File: config.mk
export PLATFORM = sky130hd
export DESIGN_NAME = tls_hello_split_planner_flat
export DESIGN_NICKNAME = d
export VERILOG_FILES = /design/src/sv/tlshsp_pkg.sv /design/src/sv/tlshsp_ifs.sv /design/src/sv/tlshsp_front.sv /design/src/sv/tlshsp_queue.sv /design/src/sv/tlshsp_back.sv /design/src/sv/tls_hello_split_planner.sv /design/src/flat_wrapper.sv
export SDC_FILE = /design/constraint.sdc
export NUM_CORES = 1
export LEC_CHECK = 0
export BUFFER_PORTS_ARGS = -buffer_cell sky130_fd_sc_hd__buf_2
export CELL_PAD_IN_SITES_DETAIL_PLACEMENT = 0
export CELL_PAD_IN_SITES_GLOBAL_PLACEMENT = 1
export CORE_AREA = 2 2 231 233
export DETAILED_ROUTE_END_ITERATION = 8
export DIE_AREA = 0 0 233 235
export GPL_TIMING_DRIVEN = 0
export PLACE_DENSITY = 0.63
export SKIP_CTS_REPAIR_TIMING = 1
export SLEW_MARGIN = 40
export SYNTH_ARGS = -nofsm -noshare
export SYNTH_HDL_FRONTEND = slang
export SYNTH_SLANG_ARGS = --single-unit
export TNS_END_PERCENT = 1
File: constraint.sdc
create_clock -name clk -period 5.9 [get_ports clk]
set_clock_uncertainty 0.05 [all_clocks]
set_input_delay 1.18 -clock clk [delete_from_list [all_inputs] [get_ports clk]]
set_output_delay 1.18 -clock clk [all_outputs]
set_load 0.02 [all_outputs]
File: src/sv/tlshsp_pkg.sv
package tlshsp_pkg;

	localparam int MAX_SPLITS = 4;

	localparam int CAND_W   = 16;
	localparam int SPLIT_W  = 14;
	localparam int PLEN_W   = 15;
	localparam int DELAY_W  = 17;
	localparam int BASE_W   = 16;
	localparam int COUNT_W  = 3;
	localparam int CHUNK_W  = 3;

	localparam logic [CAND_W-1:0]  HDR_BYTES      = 16'd5;
	localparam logic [PLEN_W-1:0]  MAX_PAYLOAD    = 15'd16384;
	localparam logic [PLEN_W-1:0]  MIN_PAYLOAD    = 15'd2;
	localparam logic [DELAY_W-1:0] SLOW_MIN_DELAY = 17'd40;
	localparam logic [CHUNK_W-1:0] SLOW_CHUNK     = 3'd4;
	localparam logic [CAND_W-1:0]  FIRST_BYTE     = 16'd1;

	// Profile codes carried in func.
	localparam logic [3:0] FUNC_NONE         = 4'd0;
	localparam logic [3:0] FUNC_SNI_MID      = 4'd1;
	localparam logic [3:0] FUNC_RECORD_1     = 4'd2;
	localparam logic [3:0] FUNC_PACKET_FIRST = 4'd3;
	localparam logic [3:0] FUNC_PACKET_LAST  = 4'd7;
	localparam logic [3:0] FUNC_SNI_PRE      = 4'd8;
	localparam logic [3:0] FUNC_SNI_MULTI    = 4'd9;
	localparam logic [3:0] FUNC_PACKET_ALT   = 4'd10;
	localparam logic [3:0] FUNC_SNI_MID_SLOW = 4'd11;

	typedef enum logic [1:0] {
		PLAN_REJECT = 2'd0,
		PLAN_PASS   = 2'd1,
		PLAN_SPLIT  = 2'd2
	} plan_kind_t;

	typedef logic [CAND_W-1:0] cand_t;

	typedef struct packed {
		plan_kind_t                 kind;
		cand_t [MAX_SPLITS-1:0]     cand;
		logic [MAX_SPLITS-1:0]      cand_mask;
		logic [PLEN_W-1:0]          plen;
		logic [CHUNK_W-1:0]         chunk;
		logic [DELAY_W-1:0]         delay;
	} plan_entry_t;

	typedef struct packed {
		logic full;
		logic empty;
	} q_status_t;

endpackage

File: src/sv/tlshsp_ifs.sv
interface tlshsp_in_if;
	logic        valid;
	logic        ready;
	logic [3:0]  func;
	logic        spans_records;
	logic        has_sni;
	logic [14:0] sni_offset;
	logic [7:0]  sni_length;
	logic [14:0] payload_length;

	modport source(output valid, func, spans_records, has_sni, sni_offset, sni_length,
		payload_length, input ready);
	modport sink(input valid, func, spans_records, has_sni, sni_offset, sni_length,
		payload_length, output ready);
endinterface

interface tlshsp_out_if;
	logic        valid;
	logic        ready;
	logic        accepted;
	logic [2:0]  split_count;
	logic [13:0] split_a;
	logic [13:0] split_b;
	logic [13:0] split_c;
	logic [13:0] split_d;
	logic [2:0]  write_chunk;
	logic [16:0] delay_ms;

	modport source(output valid, accepted, split_count, split_a, split_b, split_c, split_d,
		write_chunk, delay_ms, input ready);
	modport sink(input valid, accepted, split_count, split_a, split_b, split_c, split_d,
		write_chunk, delay_ms, output ready);
endinterface

interface tlshsp_cfg_if;
	logic        valid;
	logic        ready;
	logic [15:0] base_delay_ms;

	modport source(output valid, base_delay_ms, input ready);
	modport sink(input valid, base_delay_ms, output ready);
endinterface

File: src/sv/tlshsp_front.sv
module tlshsp_front (
	tlshsp_in_if.sink                              hello,
	input  logic [tlshsp_pkg::BASE_W-1:0]          base_delay,
	input  tlshsp_pkg::q_status_t                  q_status,
	output logic                                   push,
	output tlshsp_pkg::plan_entry_t                entry
);

	logic                              needs_sni;
	logic                              passthrough;
	logic                              unknown;
	logic                              early_exit;
	logic [tlshsp_pkg::CAND_W-1:0]     start_w;
	logic [tlshsp_pkg::CAND_W-1:0]     mid_w;
	logic [tlshsp_pkg::CAND_W-1:0]     end_w;
	logic [tlshsp_pkg::DELAY_W-1:0]    slow_delay;

	assign hello.ready = !q_status.full;
	assign push        = hello.valid && !q_status.full;

	assign needs_sni = (hello.func == tlshsp_pkg::FUNC_SNI_MID) ||
		(hello.func == tlshsp_pkg::FUNC_SNI_PRE) ||
		(hello.func == tlshsp_pkg::FUNC_SNI_MULTI) ||
		(hello.func == tlshsp_pkg::FUNC_SNI_MID_SLOW);
	assign passthrough = (hello.func == tlshsp_pkg::FUNC_NONE) ||
		((hello.func >= tlshsp_pkg::FUNC_PACKET_FIRST) &&
		 (hello.func <= tlshsp_pkg::FUNC_PACKET_LAST)) ||
		(hello.func == tlshsp_pkg::FUNC_PACKET_ALT);
	assign unknown    = hello.func > tlshsp_pkg::FUNC_SNI_MID_SLOW;
	assign early_exit = hello.spans_records || (needs_sni && !hello.has_sni) ||
		(hello.payload_length < tlshsp_pkg::MIN_PAYLOAD);

	// The hostname offset includes the record header; below it the start clamps to zero.
	always_comb begin
		if (hello.has_sni && ({1'b0, hello.sni_offset} >= tlshsp_pkg::HDR_BYTES)) begin
			start_w = {1'b0, hello.sni_offset} - tlshsp_pkg::HDR_BYTES;
		end else begin
			start_w = '0;
		end
	end

	assign mid_w = start_w + {9'd0, hello.sni_length[7:1]};
	assign end_w = start_w + {8'd0, hello.sni_length};

	always_comb begin
		slow_delay = {base_delay, 1'b0};
		if (slow_delay < tlshsp_pkg::SLOW_MIN_DELAY) begin
			slow_delay = tlshsp_pkg::SLOW_MIN_DELAY;
		end
	end

	always_comb begin
		entry           = '0;
		entry.kind      = tlshsp_pkg::PLAN_REJECT;
		entry.delay     = {1'b0, base_delay};
		if (hello.payload_length > tlshsp_pkg::MAX_PAYLOAD) begin
			entry.plen = tlshsp_pkg::MAX_PAYLOAD;
		end else begin
			entry.plen = hello.payload_length;
		end
		priority if (unknown) begin
			entry.kind = tlshsp_pkg::PLAN_REJECT;
		end else if (passthrough) begin
			entry.kind = tlshsp_pkg::PLAN_PASS;
		end else if (early_exit) begin
			entry.kind = tlshsp_pkg::PLAN_REJECT;
		end else begin
			entry.kind = tlshsp_pkg::PLAN_SPLIT;
		end
		// Once offsets of zero are dropped the candidates are in ascending order, so the
		// back end need not sort.
		unique case (hello.func)
			tlshsp_pkg::FUNC_SNI_MID: begin
				entry.cand[0]   = mid_w;
				entry.cand_mask = 4'b0001;
			end
			tlshsp_pkg::FUNC_RECORD_1: begin
				entry.cand[0]   = tlshsp_pkg::FIRST_BYTE;
				entry.cand_mask = 4'b0001;
			end
			tlshsp_pkg::FUNC_SNI_PRE: begin
				entry.cand[0]   = start_w;
				entry.cand_mask = 4'b0001;
			end
			tlshsp_pkg::FUNC_SNI_MULTI: begin
				entry.cand[0]   = tlshsp_pkg::FIRST_BYTE;
				entry.cand[1]   = start_w;
				entry.cand[2]   = mid_w;
				entry.cand[3]   = end_w;
				entry.cand_mask = 4'b1111;
			end
			tlshsp_pkg::FUNC_SNI_MID_SLOW: begin
				entry.cand[0]   = mid_w;
				entry.cand_mask = 4'b0001;
				entry.chunk     = tlshsp_pkg::SLOW_CHUNK;
				entry.delay     = slow_delay;
			end
			default: begin
				entry.cand_mask = '0;
			end
		endcase
	end

endmodule

File: src/sv/tlshsp_queue.sv
module tlshsp_queue (
	input  logic                        clk,
	input  logic                        arst_n,
	input  logic                        push,
	input  tlshsp_pkg::plan_entry_t     push_entry,
	input  logic                        pop,
	output tlshsp_pkg::plan_entry_t     head,
	output tlshsp_pkg::q_status_t       status
);

	tlshsp_pkg::plan_entry_t mem_q [2];
	logic       wr_ptr_q;
	logic       rd_ptr_q;
	logic [1:0] count_q;

	assign head         = mem_q[rd_ptr_q];
	assign status.full  = count_q == 2'd2;
	assign status.empty = count_q == 2'd0;

	always_ff @(posedge clk) begin
		if (push) begin
			mem_q[wr_ptr_q] <= push_entry;
		end
	end

	always_ff @(posedge clk or negedge arst_n) begin
		if (!arst_n) begin
			wr_ptr_q <= 1'b0;
			rd_ptr_q <= 1'b0;
			count_q  <= 2'd0;
		end else begin
			if (push) begin
				wr_ptr_q <= !wr_ptr_q;
			end
			if (pop) begin
				rd_ptr_q <= !rd_ptr_q;
			end
			unique case ({push, pop})
				2'b10:   count_q <= count_q + 2'd1;
				2'b01:   count_q <= count_q - 2'd1;
				default: count_q <= count_q;
			endcase
		end
	end

endmodule

File: src/sv/tlshsp_back.sv
module tlshsp_back (
	input  logic                        clk,
	input  logic                        arst_n,
	input  tlshsp_pkg::plan_entry_t     head,
	input  tlshsp_pkg::q_status_t       q_status,
	output logic                        pop,
	tlshsp_out_if.source                plan
);

	logic [tlshsp_pkg::MAX_SPLITS-1:0]  keep;
	logic [tlshsp_pkg::SPLIT_W-1:0]     slots [tlshsp_pkg::MAX_SPLITS];
	logic [tlshsp_pkg::COUNT_W-1:0]     nkept;
	logic                               ok;
	logic                               load;
	logic                               valid_q;
	logic                               accepted_q;
	logic [tlshsp_pkg::COUNT_W-1:0]     count_q;
	logic [tlshsp_pkg::SPLIT_W-1:0]     split_q [tlshsp_pkg::MAX_SPLITS];
	logic [tlshsp_pkg::CHUNK_W-1:0]     chunk_q;
	logic [tlshsp_pkg::DELAY_W-1:0]     delay_q;

	assign load = !valid_q || plan.ready;
	assign pop  = load && !q_status.empty;

	// A candidate equal to any earlier one is a repeat: the earlier twin is either kept
	// already or lies out of range, and then so does this one.
	always_comb begin
		for (int i = 0; i < tlshsp_pkg::MAX_SPLITS; i++) begin
			keep[i] = head.cand_mask[i] && (head.cand[i] != '0) &&
				(head.cand[i] < {1'b0, head.plen});
			for (int j = 0; j < i; j++) begin
				if (head.cand_mask[j] && (head.cand[i] == head.cand[j])) begin
					keep[i] = 1'b0;
				end
			end
		end
	end

	always_comb begin
		nkept = '0;
		for (int i = 0; i < tlshsp_pkg::MAX_SPLITS; i++) begin
			slots[i] = '0;
		end
		for (int i = 0; i < tlshsp_pkg::MAX_SPLITS; i++) begin
			if (keep[i]) begin
				slots[nkept[1:0]] = head.cand[i][tlshsp_pkg::SPLIT_W-1:0];
				nkept = nkept + 3'd1;
			end
		end
	end

	assign ok = (nkept != '0) || (head.chunk != '0);

	always_ff @(posedge clk or negedge arst_n) begin
		if (!arst_n) begin
			valid_q <= 1'b0;
		end else if (load) begin
			valid_q <= !q_status.empty;
		end
	end

	always_ff @(posedge clk) begin
		if (pop) begin
			unique case (head.kind)
				tlshsp_pkg::PLAN_SPLIT: begin
					accepted_q <= ok;
					count_q    <= nkept;
					for (int i = 0; i < tlshsp_pkg::MAX_SPLITS; i++) begin
						split_q[i] <= slots[i];
					end
					chunk_q <= head.chunk;
					delay_q <= head.delay;
				end
				tlshsp_pkg::PLAN_PASS, tlshsp_pkg::PLAN_REJECT: begin
					accepted_q <= head.kind == tlshsp_pkg::PLAN_PASS;
					count_q    <= '0;
					for (int i = 0; i < tlshsp_pkg::MAX_SPLITS; i++) begin
						split_q[i] <= '0;
					end
					chunk_q <= '0;
					delay_q <= '0;
				end
				default: begin
					accepted_q <= 1'b0;
					count_q    <= '0;
					for (int i = 0; i < tlshsp_pkg::MAX_SPLITS; i++) begin
						split_q[i] <= '0;
					end
					chunk_q <= '0;
					delay_q <= '0;
				end
			endcase
		end
	end

	assign plan.valid       = valid_q;
	assign plan.accepted    = accepted_q;
	assign plan.split_count = count_q;
	assign plan.split_a     = split_q[0];
	assign plan.split_b     = split_q[1];
	assign plan.split_c     = split_q[2];
	assign plan.split_d     = split_q[3];
	assign plan.write_chunk = chunk_q;
	assign plan.delay_ms    = delay_q;

endmodule

File: src/sv/tls_hello_split_planner.sv
// A hello is written into the queue, then popped into the registered output stage.
// Throughput: one hello per cycle while plan.ready is high; the front end classifies,
// a two-entry queue and a registered output stage decouple it from the back end that
// filters and packs splits. Reset (arst_n low, asynchronous) empties the queue and
// output stage and sets base_delay_ms to zero; no clearing pass is needed.
module tls_hello_split_planner (
	input  logic          clk,
	input  logic          arst_n,
	tlshsp_in_if.sink     hello,
	tlshsp_out_if.source  plan,
	tlshsp_cfg_if.sink    cfg
);

	logic [tlshsp_pkg::BASE_W-1:0] base_delay_q;
	logic                          push;
	logic                          pop;
	tlshsp_pkg::plan_entry_t       push_entry;
	tlshsp_pkg::plan_entry_t       head;
	tlshsp_pkg::q_status_t         q_status;

	assign cfg.ready = 1'b1;

	always_ff @(posedge clk or negedge arst_n) begin
		if (!arst_n) begin
			base_delay_q <= '0;
		end else if (cfg.valid) begin
			base_delay_q <= cfg.base_delay_ms;
		end
	end

	tlshsp_front u_front (
		.hello      (hello),
		.base_delay (base_delay_q),
		.q_status   (q_status),
		.push       (push),
		.entry      (push_entry)
	);

	tlshsp_queue u_queue (
		.clk        (clk),
		.arst_n     (arst_n),
		.push       (push),
		.push_entry (push_entry),
		.pop        (pop),
		.head       (head),
		.status     (q_status)
	);

	tlshsp_back u_back (
		.clk      (clk),
		.arst_n   (arst_n),
		.head     (head),
		.q_status (q_status),
		.pop      (pop),
		.plan     (plan)
	);

	a_reject_empty: assert property (@(posedge clk) disable iff (!arst_n)
		plan.valid && !plan.accepted |-> plan.split_count == 3'd0)
		else $error("rejected plan carries splits");

	a_unused_zero: assert property (@(posedge clk) disable iff (!arst_n)
		plan.valid && plan.split_count == 3'd0 |-> plan.split_a == 14'd0)
		else $error("unused split slot not zero");

	a_ascending: assert property (@(posedge clk) disable iff (!arst_n)
		plan.valid && plan.split_count >= 3'd2 |-> plan.split_a < plan.split_b)
		else $error("splits not strictly ascending");

	a_queue_status: assert property (@(posedge clk) disable iff (!arst_n)
		!(q_status.full && q_status.empty) && (hello.ready == !q_status.full))
		else $error("queue status inconsistent with input ready");

endmodule

File: src/flat_wrapper.sv
// flat-port wrapper written by rule: the top's interface ports become plain ports
module tls_hello_split_planner_flat 
  (clk, arst_n, hello_valid, hello_func, hello_spans_records, hello_has_sni, hello_sni_offset, hello_sni_length, hello_payload_length, hello_ready, plan_valid, plan_accepted, plan_split_count, plan_split_a, plan_split_b, plan_split_c, plan_split_d, plan_write_chunk, plan_delay_ms, plan_ready, cfg_valid, cfg_base_delay_ms, cfg_ready);
  tlshsp_in_if hello_i ();
  tlshsp_out_if plan_i ();
  tlshsp_cfg_if cfg_i ();
  input  logic clk;
  input  logic arst_n;
  input wire logic [$bits(hello_i.valid)-1:0] hello_valid;
  input wire logic [$bits(hello_i.func)-1:0] hello_func;
  input wire logic [$bits(hello_i.spans_records)-1:0] hello_spans_records;
  input wire logic [$bits(hello_i.has_sni)-1:0] hello_has_sni;
  input wire logic [$bits(hello_i.sni_offset)-1:0] hello_sni_offset;
  input wire logic [$bits(hello_i.sni_length)-1:0] hello_sni_length;
  input wire logic [$bits(hello_i.payload_length)-1:0] hello_payload_length;
  output wire logic [$bits(hello_i.ready)-1:0] hello_ready;
  output wire logic [$bits(plan_i.valid)-1:0] plan_valid;
  output wire logic [$bits(plan_i.accepted)-1:0] plan_accepted;
  output wire logic [$bits(plan_i.split_count)-1:0] plan_split_count;
  output wire logic [$bits(plan_i.split_a)-1:0] plan_split_a;
  output wire logic [$bits(plan_i.split_b)-1:0] plan_split_b;
  output wire logic [$bits(plan_i.split_c)-1:0] plan_split_c;
  output wire logic [$bits(plan_i.split_d)-1:0] plan_split_d;
  output wire logic [$bits(plan_i.write_chunk)-1:0] plan_write_chunk;
  output wire logic [$bits(plan_i.delay_ms)-1:0] plan_delay_ms;
  input wire logic [$bits(plan_i.ready)-1:0] plan_ready;
  input wire logic [$bits(cfg_i.valid)-1:0] cfg_valid;
  input wire logic [$bits(cfg_i.base_delay_ms)-1:0] cfg_base_delay_ms;
  output wire logic [$bits(cfg_i.ready)-1:0] cfg_ready;
  assign hello_i.valid = hello_valid;
  assign hello_i.func = hello_func;
  assign hello_i.spans_records = hello_spans_records;
  assign hello_i.has_sni = hello_has_sni;
  assign hello_i.sni_offset = hello_sni_offset;
  assign hello_i.sni_length = hello_sni_length;
  assign hello_i.payload_length = hello_payload_length;
  assign hello_ready = hello_i.ready;
  assign plan_valid = plan_i.valid;
  assign plan_accepted = plan_i.accepted;
  assign plan_split_count = plan_i.split_count;
  assign plan_split_a = plan_i.split_a;
  assign plan_split_b = plan_i.split_b;
  assign plan_split_c = plan_i.split_c;
  assign plan_split_d = plan_i.split_d;
  assign plan_write_chunk = plan_i.write_chunk;
  assign plan_delay_ms = plan_i.delay_ms;
  assign plan_i.ready = plan_ready;
  assign cfg_i.valid = cfg_valid;
  assign cfg_i.base_delay_ms = cfg_base_delay_ms;
  assign cfg_ready = cfg_i.ready;
  tls_hello_split_planner u_core (.clk(clk), .arst_n(arst_n), .hello(hello_i), .plan(plan_i), .cfg(cfg_i));
endmodule
## Word level (Yosys, flattened, before mapping)

Memories as Yosys holds them, arrays and structs flattened.
Cells that the tools add are included.

- Memories kept: 2
- Bits of input ports: 65
- Memory bits (writable): 266
- Flip-flop bits (word level): 45
- Word-level logic and storage cells: 170
- Output and inout bits: 83

- Bitwise operators: 11
- Mux-type cells: 54
- Reductions and logical operators: 52
- Magnitude comparators: 17
- Equality and inequality tests: 17
- Add/sub/neg operators: 8

Memories:

| memory | words | width | rd ports | clocked after Yosys merged registers in | write ports | line | source |
|---|---|---|---|---|---|---|---|
| u_core.u_queue.mem_q | 2 | 105 | 1 | 0 | 1 | tlshsp_queue.sv:11 | `tlshsp_pkg::plan_entry_t mem_q [2];` |
| u_core.u_back.split_q | 4 | 14 | 4 | 0 | 4 | tlshsp_back.sv:18 | `logic [tlshsp_pkg::SPLIT_W-1:0] split_q [tlshsp_pkg::MAX_SPLITS];` |

Operators with widths:

| cell | number |
|---|---|
| bitwise mux 56 bit | 3 |
| 2-to-1 mux 14 bit | 12 |
| 2-to-1 mux 56 bit | 3 |
| equality test 16 bit | 6 |
| demux 14 bit (select 2 bit) | 3 |
| less-than comparator 16 x 15 -> 1 bit | 4 |
| nonzero test 16 bit | 4 |
| 2-to-1 mux 48 bit | 1 |
| one-hot mux 16 bit (3 select lines) | 1 |
| logical AND 1 bit | 22 |
| 2-to-1 mux 20 bit | 1 |
| 2-to-1 mux 1 bit | 18 |
| less-than comparator 17 x 6 -> 1 bit, second input constant | 1 |
| 2-to-1 mux 17 bit | 1 |
| adder 16 x 7 -> 16 bit | 1 |
| adder 16 x 8 -> 16 bit | 1 |
| equality test 4 bit, second input constant | 4 |
| 2-to-1 mux 16 bit | 1 |
| subtractor 15 x 3 -> 16 bit, second input constant | 1 |
| greater-or-equal comparator 15 x 3 -> 1 bit, second input constant | 1 |
| greater-than comparator 15 bit, second input constant | 1 |
| less-than comparator 15 x 2 -> 1 bit, second input constant | 1 |
| 2-to-1 mux 15 bit | 1 |
| adder 3 x 1 -> 3 bit, second input constant | 3 |
| other kinds (27) | 64 |

## Logic depth before layout (Yosys ltp)

An unclocked memory read counts as a cell.

- Depth after elaboration: 18
- Gate-level depth with buffers: 28
- Gate-level depth less buffers: 17

## Cells and area by module

A second synthesis with hierarchy kept.

- Cells, all modules: 1537
- Area total of the unflattened synthesis: 17679.5 um^2

Modules (own cells, without submodules):

| module | sequential area each (um^2) | times used | area each (um^2) | cells each |
|---|---|---|---|---|
| tlshsp_queue | 6406.1 | 1 | 7920.1 | 343 |
| tlshsp_back | 2006.9 | 1 | 6906.6 | 783 |
| tlshsp_front | 0.0 | 1 | 2192.1 | 375 |
| tls_hello_split_planner | 400.4 | 1 | 660.6 | 36 |

## Least setup slack after synthesis

OpenSTA, ideal clock, no wires.

- Kind: register to register
- Start: register u_core.u_queue.rd_ptr_q
- End: register u_core.u_back.accepted_q, in the netlist u_core.u_back.plan.accepted, data pin
- Cell stages (with the launch flop): 27
- Required time: 5.585 ns
- Slack: -0.324 ns
- Library setup time: 0.265 ns
- Period minus slack after synthesis: 6.224 ns
- Path buffers: 11
- Arrival time: 5.909 ns
- Cell sequence: dfrtp_1 > buf_6 > buf_6 > buf_4 > buf_2 > buf_2 > buf_4 > buf_2 > clkbuf_1 > buf_2 > buf_2 > mux2i_1 > ha_1 > a21o_1 > a21o_1 > a21oi_1 > o221ai_1 > a21oi_2 > clkbuf_1 > ha_1 > xnor2_1 > inv_1 > ha_1 > inv_1 > or4_1 > o211ai_1 > a31oi_1

- Longest elaborated chain between the ends: 14
- Elaborated cells on any way between the ends: 50
- Those cells by class: add/sub: 3; order compare: 4; eq/ne: 8; mux: 11; reduce/logical: 23; memory: 1

Ends and longest elaborated chain:

| element | line | source |
|---|---|---|
| start: declaration | tlshsp_queue.sv:13 | `logic rd_ptr_q;` |
| start signal: assignment | tlshsp_queue.sv:36 | `rd_ptr_q <= !rd_ptr_q;` |
| memory (2 x 105 bit) * | n/a |  |
| branches (longest 12 deep; another with less-than comparator 16 x 15 -> 1 bit) | n/a |  |
| one-hot mux 1 bit (2 select lines) * | tlshsp_back.sv:64 | `unique case (head.kind)` |
| end signal: assignment | tlshsp_back.sv:66 | `accepted_q <= ok;` |
| end signal: assignment | tlshsp_back.sv:75 | `accepted_q <= head.kind == tlshsp_pkg::PLAN_PASS;` |
| end: declaration | tlshsp_back.sv:16 | `logic accepted_q;` |

Mark *: on every way between the ends.
A chain may end at the register's enable or synchronous reset.

## Worst setup path in the final report

Ends and elaborated chain as after synthesis.

==> impl_metrics.env <==
export IMPL_dieArea_um2=54760
export IMPL_reg2reg_from="u_core.u_queue.rd_ptr_q"
export IMPL_p_int_uw=5999
export IMPL_gr_usage_all_layers=0.2506
export IMPL_post_route_drc_count=0
export IMPL_top_usage_layer="met2"
export IMPL_fin_util=0.4088
export IMPL_reg2reg_to="u_core.u_back.plan.accepted"
export IMPL_ys_top_cells_by_count="238 x edfxtp_1, 138 x xnor2_1, 123 x nor2_1"
export IMPL_drive_above_1_share=0.1849
export IMPL_power_leakage_uw=0.007901
export IMPL_wl_per_cell_um=26.76
export IMPL_fmax_mhz=175.4
export IMPL_routed_wl_um=68950
export IMPL_synth_most_common_cell="edfxtp_1"
export IMPL_worstPathArrival_ps=5930
export IMPL_crit_type="register to register"
export IMPL_post_route_min_period_ps=5700
export IMPL_grt_max_degree=38
export IMPL_pwr_share_comb=0.480
export IMPL_worstPathRequired_ps=6130
export IMPL_start_util=0.3467
export IMPL_synth_area_leader_cell="edfxtp_1"
export IMPL_slowest_delay_ps=520
export IMPL_path_delay_family="buffers and inverters"
export IMPL_rsz0062_at_grt="yes"
export IMPL_num_vias=14350
export IMPL_first_global_vias=14160
export IMPL_yosys_area_top_type_share=0.3947
export IMPL_ant_nets=0
export IMPL_yosysWarnings=0
export IMPL_cts_tree="done"
export IMPL_setup_viol=0
export IMPL_synth_edf_count=238
export IMPL_path_clk_slew_ps=60
export IMPL_via_per_inst=5.567
export IMPL_syn_area_per_cell_um2=10.81
export IMPL_grt_util_met3=0.03544
export IMPL_critPathSlowestCell="or4_1"
export IMPL_area_growth_pct=17.92
export IMPL_ys_seq_area_frac=0.4701
export IMPL_core_area_um2=52240
export IMPL_yosysUniqueCellTypes=82
export IMPL_synth_area_leaders="edfxtp_1 39%, xnor2_1 6.7%, ha_1 5.6%"
export IMPL_place_detailed_hpwl_um=54760
export IMPL_synthArstFlopShare=0.06977
export IMPL_whs_ps=393.1
export IMPL_path_depth=22
export IMPL_rows=84
export IMPL_cp_end_kind="register"
export IMPL_drv_cap=0
export IMPL_tightest_slew_ps=867.4
export IMPL_worstPathCellList="buf_6 -> buf_16 -> buf_16 -> buf_6 -> buf_6 -> buf_8 -> buf_12 -> mux2i_4 -> ha_1 -> a21o_1 -> a22oi_1 -> nand4_1 -> a2111oi_4 -> and3_1 -> clkbuf_4 -> buf_6 -> mux2_2 -> ha_1 -> inv_1 -> or4_1 -> o211ai_1 -> a31oi_1"
export IMPL_p_switching_uw=4621
export IMPL_start_kind="register"
export IMPL_r2r_cells=22
export IMPL_powerDensity_nw_per_um2=497.3
export IMPL_critPathBufInv=10
export IMPL_grt_pass1_wl_um=98650
export IMPL_clock_latency_ps=550
export IMPL_synth_ff_type="edfxtp_1"
export IMPL_die_h_um=235
export IMPL_grt_use_met1=0.3317
export IMPL_status="finished, final reports clean"
export IMPL_syn_inst=1675
export IMPL_cp_common_cell="buf_6"
export IMPL_placed_cells=2513
export IMPL_cp_endpoint="u_core.u_back.plan.accepted"
export IMPL_tns_ps=0
export IMPL_cts_buffer_depth=3
export IMPL_dieWidth_um=233
export IMPL_switching_share=0.4351
export IMPL_design_area_um2=21350
export IMPL_hp_class="register to register"
export IMPL_cts_max_level=2
export IMPL_overflow=0
export IMPL_gp_congestion=0.9730
export IMPL_ios=148
export IMPL_clock_sinks=301
export IMPL_crit_path_start="u_core.u_queue.rd_ptr_q"
export IMPL_dpl_instance_area_um2=19940
export IMPL_cp_max_fo=28
export IMPL_ys_seq_elements=301
export IMPL_grtUsageMet2=0.4138
export IMPL_final_nets=2011
export IMPL_peakVddDrop_mv=0.2023
export IMPL_fin_crit_sh=0.9661
export IMPL_seqPwrFrac=0.326
export IMPL_relSlewSlack=0.4156
export IMPL_finalHoldViolCount=0
export IMPL_drt_first_pass_iters=7
export IMPL_drt_iter0_markers=1178
export IMPL_antenna_found_initial=0
export IMPL_portBuffers=139
export IMPL_cts_root_buf="clkbuf_16"
export IMPL_power_frac_clock=0.193
export IMPL_final_cells=2577
export IMPL_maxSlewViolCount=0
export IMPL_numCtsBuffers=34
export IMPL_r2r_slack_ps=200
export IMPL_synth_area_um2=18110
-- cell families after synthesis --
group                      after synthesis  synth area share
AOI/OAI and AO/OA                      297            0.1132
DFF                                    301            0.4701
muxes                                  122           0.07324
xor gates and xnor gates               217            0.1050
buffers and inverters                  154           0.03717
and+or+nand+nor                        499            0.1427
other                                    2         0.0004147
adders and majority gates               83           0.05818
-- sequential cells by signal (all words and copies together), names as in the netlist, 2 cells and up --
signal,cells
u_core.u_queue.mem_q,202
u_core.u_back.split_q,56
u_core.u_back.plan.delay_ms,17
u_core.base_delay_q,16
u_core.u_back.plan.split_count,3
u_core.u_queue.count_q,2
-- worst register-to-register path: cells and delay by family (launching register included) --
family | cells | cell delay (ps)
AND/OR/NAND/NOR | 3 | 940
AO/OA/AOI/OAI | 5 | 1060
multiplexers | 2 | 720
adder cells (fa/ha/maj) | 2 | 590
buffers and inverters | 10 | 1730
flip-flops | 1 | 340
-- power groups by stage --
stage,combinational (uW),sequential [uW],clock [uW]
after floorplan,2870,3500,0
after global placement,4650,3530,0
after detailed placement,4830,3470,0
after CTS,4850,3430,2100
after global routing,5450,3490,2180
final,5100,3470,2050
-- layout make-up --
| type | count | area (um2) |
|---|---|---|
| Inverter | 52 | 197.7 |
| Clock inverter | 20 | 168.9 |
| Buffer | 99 | 578.1 |
| Multi-Input combinational cell | 1221 | 9173 |
| Sequential cell | 301 | 8513 |
| Antenna cell | 1 | 2.502 |
| Fill cell | 5038 | 30880 |
| Clock buffer | 41 | 907.1 |
| Timing Repair Buffer | 154 | 953.4 |
| Tap cell | 688 | 860.8 |
-- layout by cell type, fill, tap and decap left out, types with 12 or more instances in the layout --
cell,netlist,layout
inv_1,50,48
nand3_1,21,21
buf_2,13,144
nand2_1,94,94
nor4_1,41,41
ha_1,81,80
o31ai_1,18,18
xnor2_1,138,137
a221oi_1,20,20
a21oi_1,65,65
nor2_1,123,122
a21o_1,21,21
a31oi_1,14,13
nor3_1,33,32
clkbuf_16,0,34
nor2b_1,26,26
xor2_1,79,79
o21ai_0,42,40
mux2_2,66,66
a22oi_1,29,29
and3_1,15,14
buf_4,9,12
dfxtp_1,42,42
buf_6,6,12
edfxtp_1,238,238
clkbuf_1,68,66
nand4_1,66,66
o22ai_1,16,16
dfrtp_1,21,21
nand2b_1,23,23
and2_1,14,14
mux2i_1,53,37
-- routing by layer --
layer	part of all wire	vias up
li1	-	6623
met1	0.42	7048
met2	0.47	536
met3	0.059	139
met4	0.045	0
met5	0	-
-- worst min path at each step --
| stage | slack (ps) | cells after the start | start | to |
|---|---|---|---|---|
| 2_1_floorplan | 430 | 1 | u_core.u_queue.wr_ptr_q | u_core.u_queue.wr_ptr_q |
| 3_3_place_gp | 380 | 2 | u_core.u_back.split_q[2][6] | u_core.u_back.split_q[2][6] |
| 3_5_place_dp | 390 | 2 | u_core.u_back.split_q[2][7] | u_core.u_back.split_q[2][7] |
| 4_1_cts | 400 | 2 | u_core.u_back.split_q[2][7] | u_core.u_back.split_q[2][7] |
| 5_1_grt | 410 | 2 | u_core.u_back.split_q[2][6] | u_core.u_back.split_q[2][6] |
| 6_report | 390 | 2 | u_core.u_back.split_q[2][7] | u_core.u_back.split_q[2][7] |
-- metrics by stage --
step	power (uW)	worst slack (ps)
floorplan	6365	-194.1
global placement	8184	-2627
detailed placement	8303	-2682
CTS	10390	-2698
global route	11120	7.698
finish	10620	199.8
Note: power is estimated with default switching activity, not from simulation.
